<file path="src/rtl/core/htpi_pkg.sv">
`timescale 1ns / 1ps

package htpi_pkg;

  // Fixed field widths
  localparam int KEY_W   = 32;
  localparam int SLOT_W  = 7;
  localparam int COUNT_W = 6;

  // Defaults for the top-level parameters
  localparam int TABLE_SIZE_DEF = 97;
  localparam int MAX_PROBES_DEF = 48;

  // Hash mixing multiplier
  localparam logic [KEY_W-1:0] MIX_MUL = 32'h045d_9f3b;

  // Depth of the queue between front and back (power of two)
  localparam int QUEUE_DEPTH = 4;

  // One result beat
  typedef struct packed {
    logic [SLOT_W-1:0]  slot;
    logic [COUNT_W-1:0] probe_count;
    logic               table_full;
  } res_t;

endpackage

</file>
<file path="src/rtl/core/htpi_front.sv">
`timescale 1ns / 1ps

module htpi_front #(
  parameter int TABLE_SIZE = htpi_pkg::TABLE_SIZE_DEF,
  parameter int IDX_W      = $clog2(TABLE_SIZE)
) (
  input  logic                       clk,
  input  logic                       rst_n,
  input  logic                       in_push,
  input  logic [htpi_pkg::KEY_W-1:0] in_key,
  output logic                       in_full,
  input  logic                       clearing,
  output logic                       q_push,
  output logic [htpi_pkg::KEY_W-1:0] q_key,
  output logic [IDX_W-1:0]           q_home,
  input  logic                       q_full
);

  localparam int KW = htpi_pkg::KEY_W;
  // floor(2^32 / TABLE_SIZE): quotient estimate is low by at most one
  localparam logic [KW-1:0]  RECIP = KW'((64'd1 << KW) / TABLE_SIZE);
  localparam logic [KW-1:0]  TS32  = KW'(TABLE_SIZE);
  localparam logic [IDX_W:0] TS_N  = (IDX_W+1)'(TABLE_SIZE);

  logic          v1_r, v2_r, v3_r, v4_r;
  logic [KW-1:0] p1_r, p2_r, h3_r, qe3_r, h4_r, prod4_r;
  logic [KW-1:0] key1_r, key2_r, key3_r, key4_r;
  logic          adv, accept;
  logic [KW-1:0] x1, x2, h3_nxt;
  logic [2*KW-1:0] qe_wide;
  logic [KW-1:0] rem;
  logic [IDX_W:0] rem_n;

  // The whole pipeline holds when its last stage cannot drain
  assign adv     = !(v4_r && q_full);
  assign in_full = !adv || clearing;
  assign accept  = in_push && !in_full;

  assign x1      = (in_key >> 16) ^ in_key;
  assign x2      = (p1_r >> 16) ^ p1_r;
  assign h3_nxt  = (p2_r >> 16) ^ p2_r;
  assign qe_wide = {{KW{1'b0}}, h3_nxt} * {{KW{1'b0}}, RECIP};

  // Advance valid bits
  always_ff @(posedge clk) begin
    if (!rst_n) begin
      v1_r <= 1'b0;
      v2_r <= 1'b0;
      v3_r <= 1'b0;
      v4_r <= 1'b0;
    end else if (adv) begin
      v1_r <= accept;
      v2_r <= v1_r;
      v3_r <= v2_r;
      v4_r <= v3_r;
    end
  end

  // Mix rounds, then reciprocal estimate of the quotient
  always_ff @(posedge clk) begin
    if (adv) begin
      p1_r    <= KW'(x1 * htpi_pkg::MIX_MUL);
      p2_r    <= KW'(x2 * htpi_pkg::MIX_MUL);
      h3_r    <= h3_nxt;
      qe3_r   <= qe_wide[2*KW-1:KW];
      h4_r    <= h3_r;
      prod4_r <= KW'(qe3_r * TS32);
    end
  end

  // Remainder is below twice the table size: one correction step
  assign rem    = h4_r - prod4_r;
  assign rem_n  = rem[IDX_W:0];
  assign q_home = (rem_n >= TS_N) ? IDX_W'(rem_n - TS_N) : IDX_W'(rem_n);
  assign q_key  = key4_r;

  // Carry the key alongside the hash
  always_ff @(posedge clk) begin
    if (adv) begin
      key1_r <= in_key;
      key2_r <= key1_r;
      key3_r <= key2_r;
      key4_r <= key3_r;
    end
  end

  assign q_push = v4_r && !q_full;

endmodule

</file>
<file path="src/rtl/core/htpi_queue.sv">
`timescale 1ns / 1ps

module htpi_queue #(
  parameter int DATA_W = 32
) (
  input  logic              clk,
  input  logic              rst_n,
  input  logic              push,
  input  logic [DATA_W-1:0] wr_data,
  output logic              full,
  input  logic              pop,
  output logic [DATA_W-1:0] rd_data,
  output logic              empty
);

  localparam int DEPTH = htpi_pkg::QUEUE_DEPTH;
  localparam int PTR_W = $clog2(DEPTH);

  logic [DATA_W-1:0] buf_r [DEPTH];
  logic [PTR_W-1:0]  wr_ptr_r, rd_ptr_r;
  logic [PTR_W:0]    count_r;
  logic              do_push, do_pop;

  assign full    = (count_r == (PTR_W+1)'(DEPTH));
  assign empty   = (count_r == '0);
  assign do_push = push && !full;
  assign do_pop  = pop && !empty;
  assign rd_data = buf_r[rd_ptr_r];

  // Advance pointers and count
  always_ff @(posedge clk) begin
    if (!rst_n) begin
      wr_ptr_r <= '0;
      rd_ptr_r <= '0;
      count_r  <= '0;
    end else begin
      if (do_push) wr_ptr_r <= wr_ptr_r + 1'b1;
      if (do_pop)  rd_ptr_r <= rd_ptr_r + 1'b1;
      if (do_push && !do_pop)      count_r <= count_r + 1'b1;
      else if (do_pop && !do_push) count_r <= count_r - 1'b1;
    end
  end

  // Store entries
  always_ff @(posedge clk) begin
    if (do_push) buf_r[wr_ptr_r] <= wr_data;
  end

endmodule

</file>
<file path="src/rtl/core/htpi_back.sv">
`timescale 1ns / 1ps

module htpi_back #(
  parameter int TABLE_SIZE = htpi_pkg::TABLE_SIZE_DEF,
  parameter int MAX_PROBES = htpi_pkg::MAX_PROBES_DEF,
  parameter int IDX_W      = $clog2(TABLE_SIZE)
) (
  input  logic                       clk,
  input  logic                       rst_n,
  input  logic                       q_empty,
  output logic                       q_pop,
  input  logic [htpi_pkg::KEY_W-1:0] q_key,
  input  logic [IDX_W-1:0]           q_home,
  output logic                       clearing,
  output logic                       out_empty,
  input  logic                       out_pop,
  output htpi_pkg::res_t             out_res
);

  localparam int Q_W = $clog2(MAX_PROBES + 1);
  localparam logic [IDX_W:0]   TS_N    = (IDX_W+1)'(TABLE_SIZE);
  localparam logic [IDX_W-1:0] LAST    = IDX_W'(TABLE_SIZE - 1);
  localparam logic [Q_W-1:0]   Q_LIMIT = Q_W'(MAX_PROBES);

  localparam logic [1:0] ST_CLEAR = 2'd0;
  localparam logic [1:0] ST_IDLE  = 2'd1;
  localparam logic [1:0] ST_PROBE = 2'd2;

  logic [1:0]                 state_r, state_nxt;
  logic [IDX_W-1:0]           clr_idx_r;
  logic [IDX_W-1:0]           home_r, pos_r, off_r, pos_nxt, off_nxt;
  logic [Q_W-1:0]             q_r;
  logic [htpi_pkg::KEY_W-1:0] key_r;
  logic                       occ_rd_r;
  logic                       out_valid_r;
  htpi_pkg::res_t             out_res_r;

  logic                       occ_mem [TABLE_SIZE];
  logic [htpi_pkg::KEY_W-1:0] key_mem [TABLE_SIZE];

  logic [IDX_W:0]   off2, pos_sum;
  logic [IDX_W-1:0] rd_addr, wr_addr;
  logic             wr_en, wr_bit;
  logic             resolved, out_free, emit, step;

  // Next probe offset (2^q mod size) and position
  assign off2    = {off_r, 1'b0};
  assign off_nxt = (off2 >= TS_N) ? IDX_W'(off2 - TS_N) : IDX_W'(off2);
  assign pos_sum = {1'b0, home_r} + {1'b0, off_nxt};
  assign pos_nxt = (pos_sum >= TS_N) ? IDX_W'(pos_sum - TS_N) : IDX_W'(pos_sum);

  assign out_free = !out_valid_r || out_pop;
  assign resolved = !occ_rd_r || (q_r == Q_LIMIT);
  assign emit     = (state_r == ST_PROBE) && resolved && out_free;
  assign step     = (state_r == ST_PROBE) && !resolved;
  assign q_pop    = (state_r == ST_IDLE) && !q_empty;
  assign clearing = (state_r == ST_CLEAR);

  // Select read address: new home, next probe, or hold current
  always_comb begin
    rd_addr = pos_r;
    if (state_r == ST_IDLE) rd_addr = q_home;
    else if (step)          rd_addr = pos_nxt;
  end

  // Select write: clearing sweep or claim of the free slot
  always_comb begin
    wr_en   = 1'b0;
    wr_addr = pos_r;
    wr_bit  = 1'b1;
    if (state_r == ST_CLEAR) begin
      wr_en   = 1'b1;
      wr_addr = clr_idx_r;
      wr_bit  = 1'b0;
    end else if (emit && !occ_rd_r) begin
      wr_en = 1'b1;
    end
  end

  always_comb begin
    state_nxt = state_r;
    unique case (state_r)
      ST_CLEAR: if (clr_idx_r == LAST) state_nxt = ST_IDLE;
      ST_IDLE:  if (!q_empty) state_nxt = ST_PROBE;
      ST_PROBE: if (emit) state_nxt = ST_IDLE;
      default:  state_nxt = ST_CLEAR;
    endcase
  end

  // Control state
  always_ff @(posedge clk) begin
    if (!rst_n) begin
      state_r     <= ST_CLEAR;
      clr_idx_r   <= '0;
      out_valid_r <= 1'b0;
    end else begin
      state_r <= state_nxt;
      if (state_r == ST_CLEAR) clr_idx_r <= clr_idx_r + 1'b1;
      if (emit)         out_valid_r <= 1'b1;
      else if (out_pop) out_valid_r <= 1'b0;
    end
  end

  // Probe walk registers
  always_ff @(posedge clk) begin
    if (q_pop) begin
      home_r <= q_home;
      key_r  <= q_key;
      pos_r  <= q_home;
      off_r  <= IDX_W'(1);
      q_r    <= '0;
    end else if (step) begin
      pos_r <= pos_nxt;
      off_r <= off_nxt;
      q_r   <= q_r + 1'b1;
    end
  end

  // Result register
  always_ff @(posedge clk) begin
    if (emit) begin
      out_res_r.table_full  <= occ_rd_r;
      out_res_r.slot        <= occ_rd_r ? '0 : htpi_pkg::SLOT_W'(pos_r);
      out_res_r.probe_count <= htpi_pkg::COUNT_W'(q_r);
    end
  end

  // Occupancy map: one read, one write per cycle
  always_ff @(posedge clk) begin
    occ_rd_r <= occ_mem[rd_addr];
    if (wr_en) occ_mem[wr_addr] <= wr_bit;
  end

  // Key store
  always_ff @(posedge clk) begin
    if (emit && !occ_rd_r) key_mem[pos_r] <= key_r;
  end

  assign out_empty = !out_valid_r;
  assign out_res   = out_res_r;

endmodule

</file>
<file path="src/rtl/core/hash_table_probe_insert.sv">
`timescale 1ns / 1ps

// Channel | Ports                                           | Beat taken when
// input   | in_push, in_full, in_key                        | in_push & !in_full
// result  | out_empty, out_pop, out_slot, out_probe_count,  | out_pop & !out_empty
//         | out_table_full                                  |
//
// Front: four-stage hash and modulo pipeline, one key per cycle while the
// queue has room and no clearing runs, into a four-entry queue. Back: the
// idle state pops an item and reads its home slot; the probe state then
// walks the occupancy memory to a free slot or the probe limit. After reset
// a clearing sweep empties every slot with in_full high. A result waiting in
// the output register stalls only the back; the front keeps taking keys until the queue fills.

module hash_table_probe_insert #(
  parameter int TABLE_SIZE = htpi_pkg::TABLE_SIZE_DEF,
  parameter int MAX_PROBES = htpi_pkg::MAX_PROBES_DEF
) (
  input  logic                           clk,
  input  logic                           rst_n,
  input  logic                           in_push,
  input  logic [htpi_pkg::KEY_W-1:0]     in_key,
  output logic                           in_full,
  output logic                           out_empty,
  input  logic                           out_pop,
  output logic [htpi_pkg::SLOT_W-1:0]    out_slot,
  output logic [htpi_pkg::COUNT_W-1:0]   out_probe_count,
  output logic                           out_table_full
);

  localparam int IDX_W = $clog2(TABLE_SIZE);
  localparam int QW    = htpi_pkg::KEY_W + IDX_W;

  logic                       fq_push, fq_full, fq_pop, fq_empty, clearing;
  logic [htpi_pkg::KEY_W-1:0] fq_key, bq_key;
  logic [IDX_W-1:0]           fq_home, bq_home;
  htpi_pkg::res_t             res;

  htpi_front #(.TABLE_SIZE(TABLE_SIZE), .IDX_W(IDX_W)) u_front (
    .clk      (clk),
    .rst_n    (rst_n),
    .in_push  (in_push),
    .in_key   (in_key),
    .in_full  (in_full),
    .clearing (clearing),
    .q_push   (fq_push),
    .q_key    (fq_key),
    .q_home   (fq_home),
    .q_full   (fq_full)
  );

  htpi_queue #(.DATA_W(QW)) u_queue (
    .clk     (clk),
    .rst_n   (rst_n),
    .push    (fq_push),
    .wr_data ({fq_key, fq_home}),
    .full    (fq_full),
    .pop     (fq_pop),
    .rd_data ({bq_key, bq_home}),
    .empty   (fq_empty)
  );

  htpi_back #(.TABLE_SIZE(TABLE_SIZE), .MAX_PROBES(MAX_PROBES), .IDX_W(IDX_W)) u_back (
    .clk       (clk),
    .rst_n     (rst_n),
    .q_empty   (fq_empty),
    .q_pop     (fq_pop),
    .q_key     (bq_key),
    .q_home    (bq_home),
    .clearing  (clearing),
    .out_empty (out_empty),
    .out_pop   (out_pop),
    .out_res   (res)
  );

  assign out_slot        = res.slot;
  assign out_probe_count = res.probe_count;
  assign out_table_full  = res.table_full;

endmodule

</file>
<file path="config.mk">
export PLATFORM = sky130hd
export DESIGN_NAME = hash_table_probe_insert
export DESIGN_NICKNAME = d
export VERILOG_FILES = /design/src/rtl/core/htpi_pkg.sv /design/src/rtl/core/htpi_front.sv /design/src/rtl/core/htpi_queue.sv /design/src/rtl/core/htpi_back.sv /design/src/rtl/core/hash_table_probe_insert.sv
export SDC_FILE = /design/constraint.sdc
export NUM_CORES = 2
export LEC_CHECK = 0
export BUFFER_PORTS_ARGS = -buffer_cell sky130_fd_sc_hd__buf_4
export CAP_MARGIN = 20
export CORE_ASPECT_RATIO = 1.25
export CORE_UTILIZATION = 38
export CTS_CLUSTER_DIAMETER = 150
export DETAILED_ROUTE_END_ITERATION = 10
export GPL_ROUTABILITY_DRIVEN = 0
export HOLD_SLACK_MARGIN = 0.15
export RECOVER_POWER = 100
export SLEW_MARGIN = 20
export SYNTH_ARGS = -nofsm -noshare
export SYNTH_HDL_FRONTEND = slang
export SYNTH_SLANG_ARGS = --single-unit
</file>
<file path="constraint.sdc">
create_clock -name clk -period 9.2 [get_ports clk]
set_input_delay 0.46 -clock clk [delete_from_list [all_inputs] [get_ports clk]]
set_output_delay 0.46 -clock clk [all_outputs]
set_load 0.05 [all_outputs]
</file>
==> metrics.md <==
| Metric | Value |
|---|---|
| Count of final setup violators | `0` |
| Post-Syn Area | `0.0407 mm²` |
| Status | `finished with violations` |
| Commonest cells after routing, fill and taps aside | `inv_1 (1281), fa_1 (690), ha_1 (560)` |
| Syn_nets | `between 5000 and 6000` |
| Antenna-violating nets left | `0` |
| Slowest CP cell | `xnor2_1` |
| Post-DP Area | `around 0.043 mm²` |
| Sequential cell area | `0.00815 mm²` |
| Commonest non-fill, non-tap cell in the layout | `inv_1` |
| GR Overflow Total | `0` |
| Pins Over Slew Limit | `220` |
| Clk_lat worst skew | `between 500 and 600 ps` |
| Post-DR wirelength/cell | `17.5 µm` |
| Worst EP arrival | `between 8000 and 9000 ps` |
| Top FF cell, synth | `edfxtp_1` |
| Detailed Routing Iterations Pass 1 | `6` |
| Placed cell count | `~5300` |
| Initial Utilization | `0.385` |
| Adder-cell share of the synthesized area | `0.512` |
| Vias in the first global route | `about 28000` |
| Post-synth ARST share | `0` |
| Post-synthesis sequential area ratio | `0.200` |
| Area growth syn-to-layout | `7.87%` |
| Compound-cell area share of the yosys netlist | `0.0400` |
| Minimum clock period | `8000 ps` |
| Avg Cell Area, Syn | `10.6 µm²` |
| RSZ-0062 raised after global routing | `false` |
| Num rows | `133` |
| Synth warnings | `0` |
| Layout Cells excl Fill | `roughly 5400` |
| Vias per cell | `4.60` |
| Die height | `approximately 370 µm` |
| Max Fclk | `125 MHz` |
| Max-cap violations | `3` |
| Antenna violations before repair | `0` |
| Worst Skew | `37.0 ps` |
| Critical path peak fanout | `9` |
| Core Region | `0.106 mm²` |
| Root Driver | `clkbuf_16` |
| Area contributors post-synth | `fa_1 (34%), edfxtp_1 (18%), ha_1 (17%)` |
| Worst hold path class | `in2reg` |
| Gate Count Post-Synth | `3841` |
| Post-route cell area | `about 0.044 mm²` |
| Worst Setup Start Kind | `flop` |
| Share of the synthesized area in the top cell type | `0.339` |
| CTS clk-pin slew, worst paths | `60 ps` |
| Simple-gate share of the synthesized area | `0.0513` |
| Setup TNS Final | `0 ps` |
| IO Count | `52` |
| Nets | `5217` |
| Violated checks | `capacitance limit, slew limit` |
| Area of the die | `0.108 mm²` |
| # port buffers | `approximately 50` |
| Largest family of logic cells by synthesized area | `adder cells` |
| Final HPWL DP | `82000 µm` |
| Xor and xnor fraction of the mapped netlist area | `0.0493` |
| Fin crit share | `0.869` |
| Min Hold Slack | `207 ps` |
| CTS Sinks | `286` |
| Antenna Cells | `0` |
| Most used cell along the critical path | `inv_1` |
| Layout cells sized above 1 | `0.0367` |
| Post-synth EDFFs | `242` |
| Nature of the critical path endpoint | `flop` |
| Tot GR Track Use | `0.181` |
| Drt drc | `0` |
| Relative slew slack | `-1.82` |
| First-pass GRT wire length | `between 100000 and 150000 µm` |
| CTS tree | `built` |
| Initial DRC count | `874` |
| Chip width | `295 µm` |
| Routed wire length | `roughly 94000 µm` |
| Worst slew pin tran | `between 4000 and 5000 ps` |
| Post-CTS resize count | `0` |
| H-tree Lvls | `2` |
| Largest area contributor in the netlist | `fa_1` |
| Yosys cell types | `73` |
| WP data required | `9510 ps` |
| Fill count | `10254` |
| Post-synthesis mux area share | `0.0244` |
| Area of the multi-input gates | `0.0275 mm²` |
| DR vias | `24711` |
| Num CTS Buffers | `35` |
| Hold Vio Cnt, Final | `0` |
| Number of synthesized register bits | `286` |
| Setup CP Type | `reg2reg` |
| Post-CTS setup buffers | `0` |
| Pin count of the biggest net entering global routing | `117` |
| Max Buffers Root-to-Sink | `3` |
| CP max stage delay | `660 ps` |
[per-layer routing]
layer,share of wire,vias up,track usage
met1,0.36,12387,0.186
met4,0.046,0,0.0737
met2,0.57,355,0.368
li1,-,11812,-
met5,0,-,0
met3,0.021,157,0.0143
[through the flow]
stage	utilization	setup WS [ps]
global route	0.415	812
CTS	0.417	1390
floorplan	-	2230
global placement	0.406	1400
detailed placement	0.406	1390
finish	0.415	1200
[kinds of logic after synthesis]
| kind of cell | Yosys count |
|---|---|
| DFF | 286 |
| muxes | 75 |
| buffers and inverters | 1319 |
| and+or+nand+nor | 439 |
| AOI/OAI and AO/OA | 244 |
| xor gates and xnor gates | 228 |
| adders and majority gates | 1250 |
[state kept, by name (all words and copies together), names as in the netlist, 2 cells and up, named ones only]
name / count
u_back.state_r: 2
u_queue.rd_ptr_r: 2
u_back.pos_r: 7
u_front.h4_r: 8
u_back.occ_mem: 97
u_front.qe3_r: 8
u_back.q_r: 6
u_back.clr_idx_r: 7
u_front.p2_r: 32
u_front.p1_r: 32
u_queue.buf_r: 28
u_queue.count_r: 3
u_back.off_r: 7
u_back.out_res: 14
u_back.home_r: 7
u_front.h3_r: 8
u_queue.wr_ptr_r: 2
u_front.prod4_r: 8
[worst paths after layout]
| check | cells after the start | startpoint | end | slack, ps |
|---|---|---|---|---|
| setup / recovery | 28 | u_front.p2_r[23] | u_front.qe3_r[7] | 1200 |
| hold / removal | 3 | out_pop | u_back.out_valid_r | 210 |
| setup reg to reg | 28 | u_front.p2_r[23] | u_front.qe3_r[7] | 1200 |
| hold reg to reg | 0 | u_front.h3_r[0] | u_front.h4_r[0] | 400 |
[cells in the mapped netlist, types with 7 or more instances]
master,number
a211oi_1,8
a21oi_1,68
a21o_1,30
nand2_1,106
and3_1,14
dfxtp_1,44
mux4_2,18
nand4_1,11
o21ai_0,43
nand2b_1,22
and2_1,20
edfxtp_1,242
nor3_1,26
fa_1,690
ha_1,560
nand3_1,17
nand3b_1,12
nor2_1,155
xor2_1,76
a31oi_1,7
xnor2_1,151
o21a_1,18
clkbuf_1,23
a21boi_0,9
o21bai_1,10
nor2b_1,27
or3_1,9
o31ai_1,9
mux2i_1,54
inv_1,1283
[repair_timing]
| action | 4_1_cts | 5_1_grt |
|---|---|---|
| hold endpoints to repair | 1 | 0 |
| endpoints found under the setup margin | 0 | 0 |
| hold buffers | 1 | 0 |
[final cells by class]
class	instances	area share
Clock inverter	17	0.00325
Timing Repair Buffer	89	0.0131
Tap cell	1417	0.0404
Clock buffer	45	0.0208
Multi-Input combinational cell	2236	0.627
Sequential cell	286	0.186
Inverter	1283	0.110
[worst max-delay path: cells and delay by family (launching register included)]
kind,cells,cell delay (ps)
DFF,1,560
adders and majority gates,8,3300
AOI/OAI and AO/OA,11,2410
xor gates and xnor gates,2,740
buffers and inverters,7,740
Power is not shown: default switching activity piles up to over one toggle a cycle in this logic, so the estimate is an artifact.
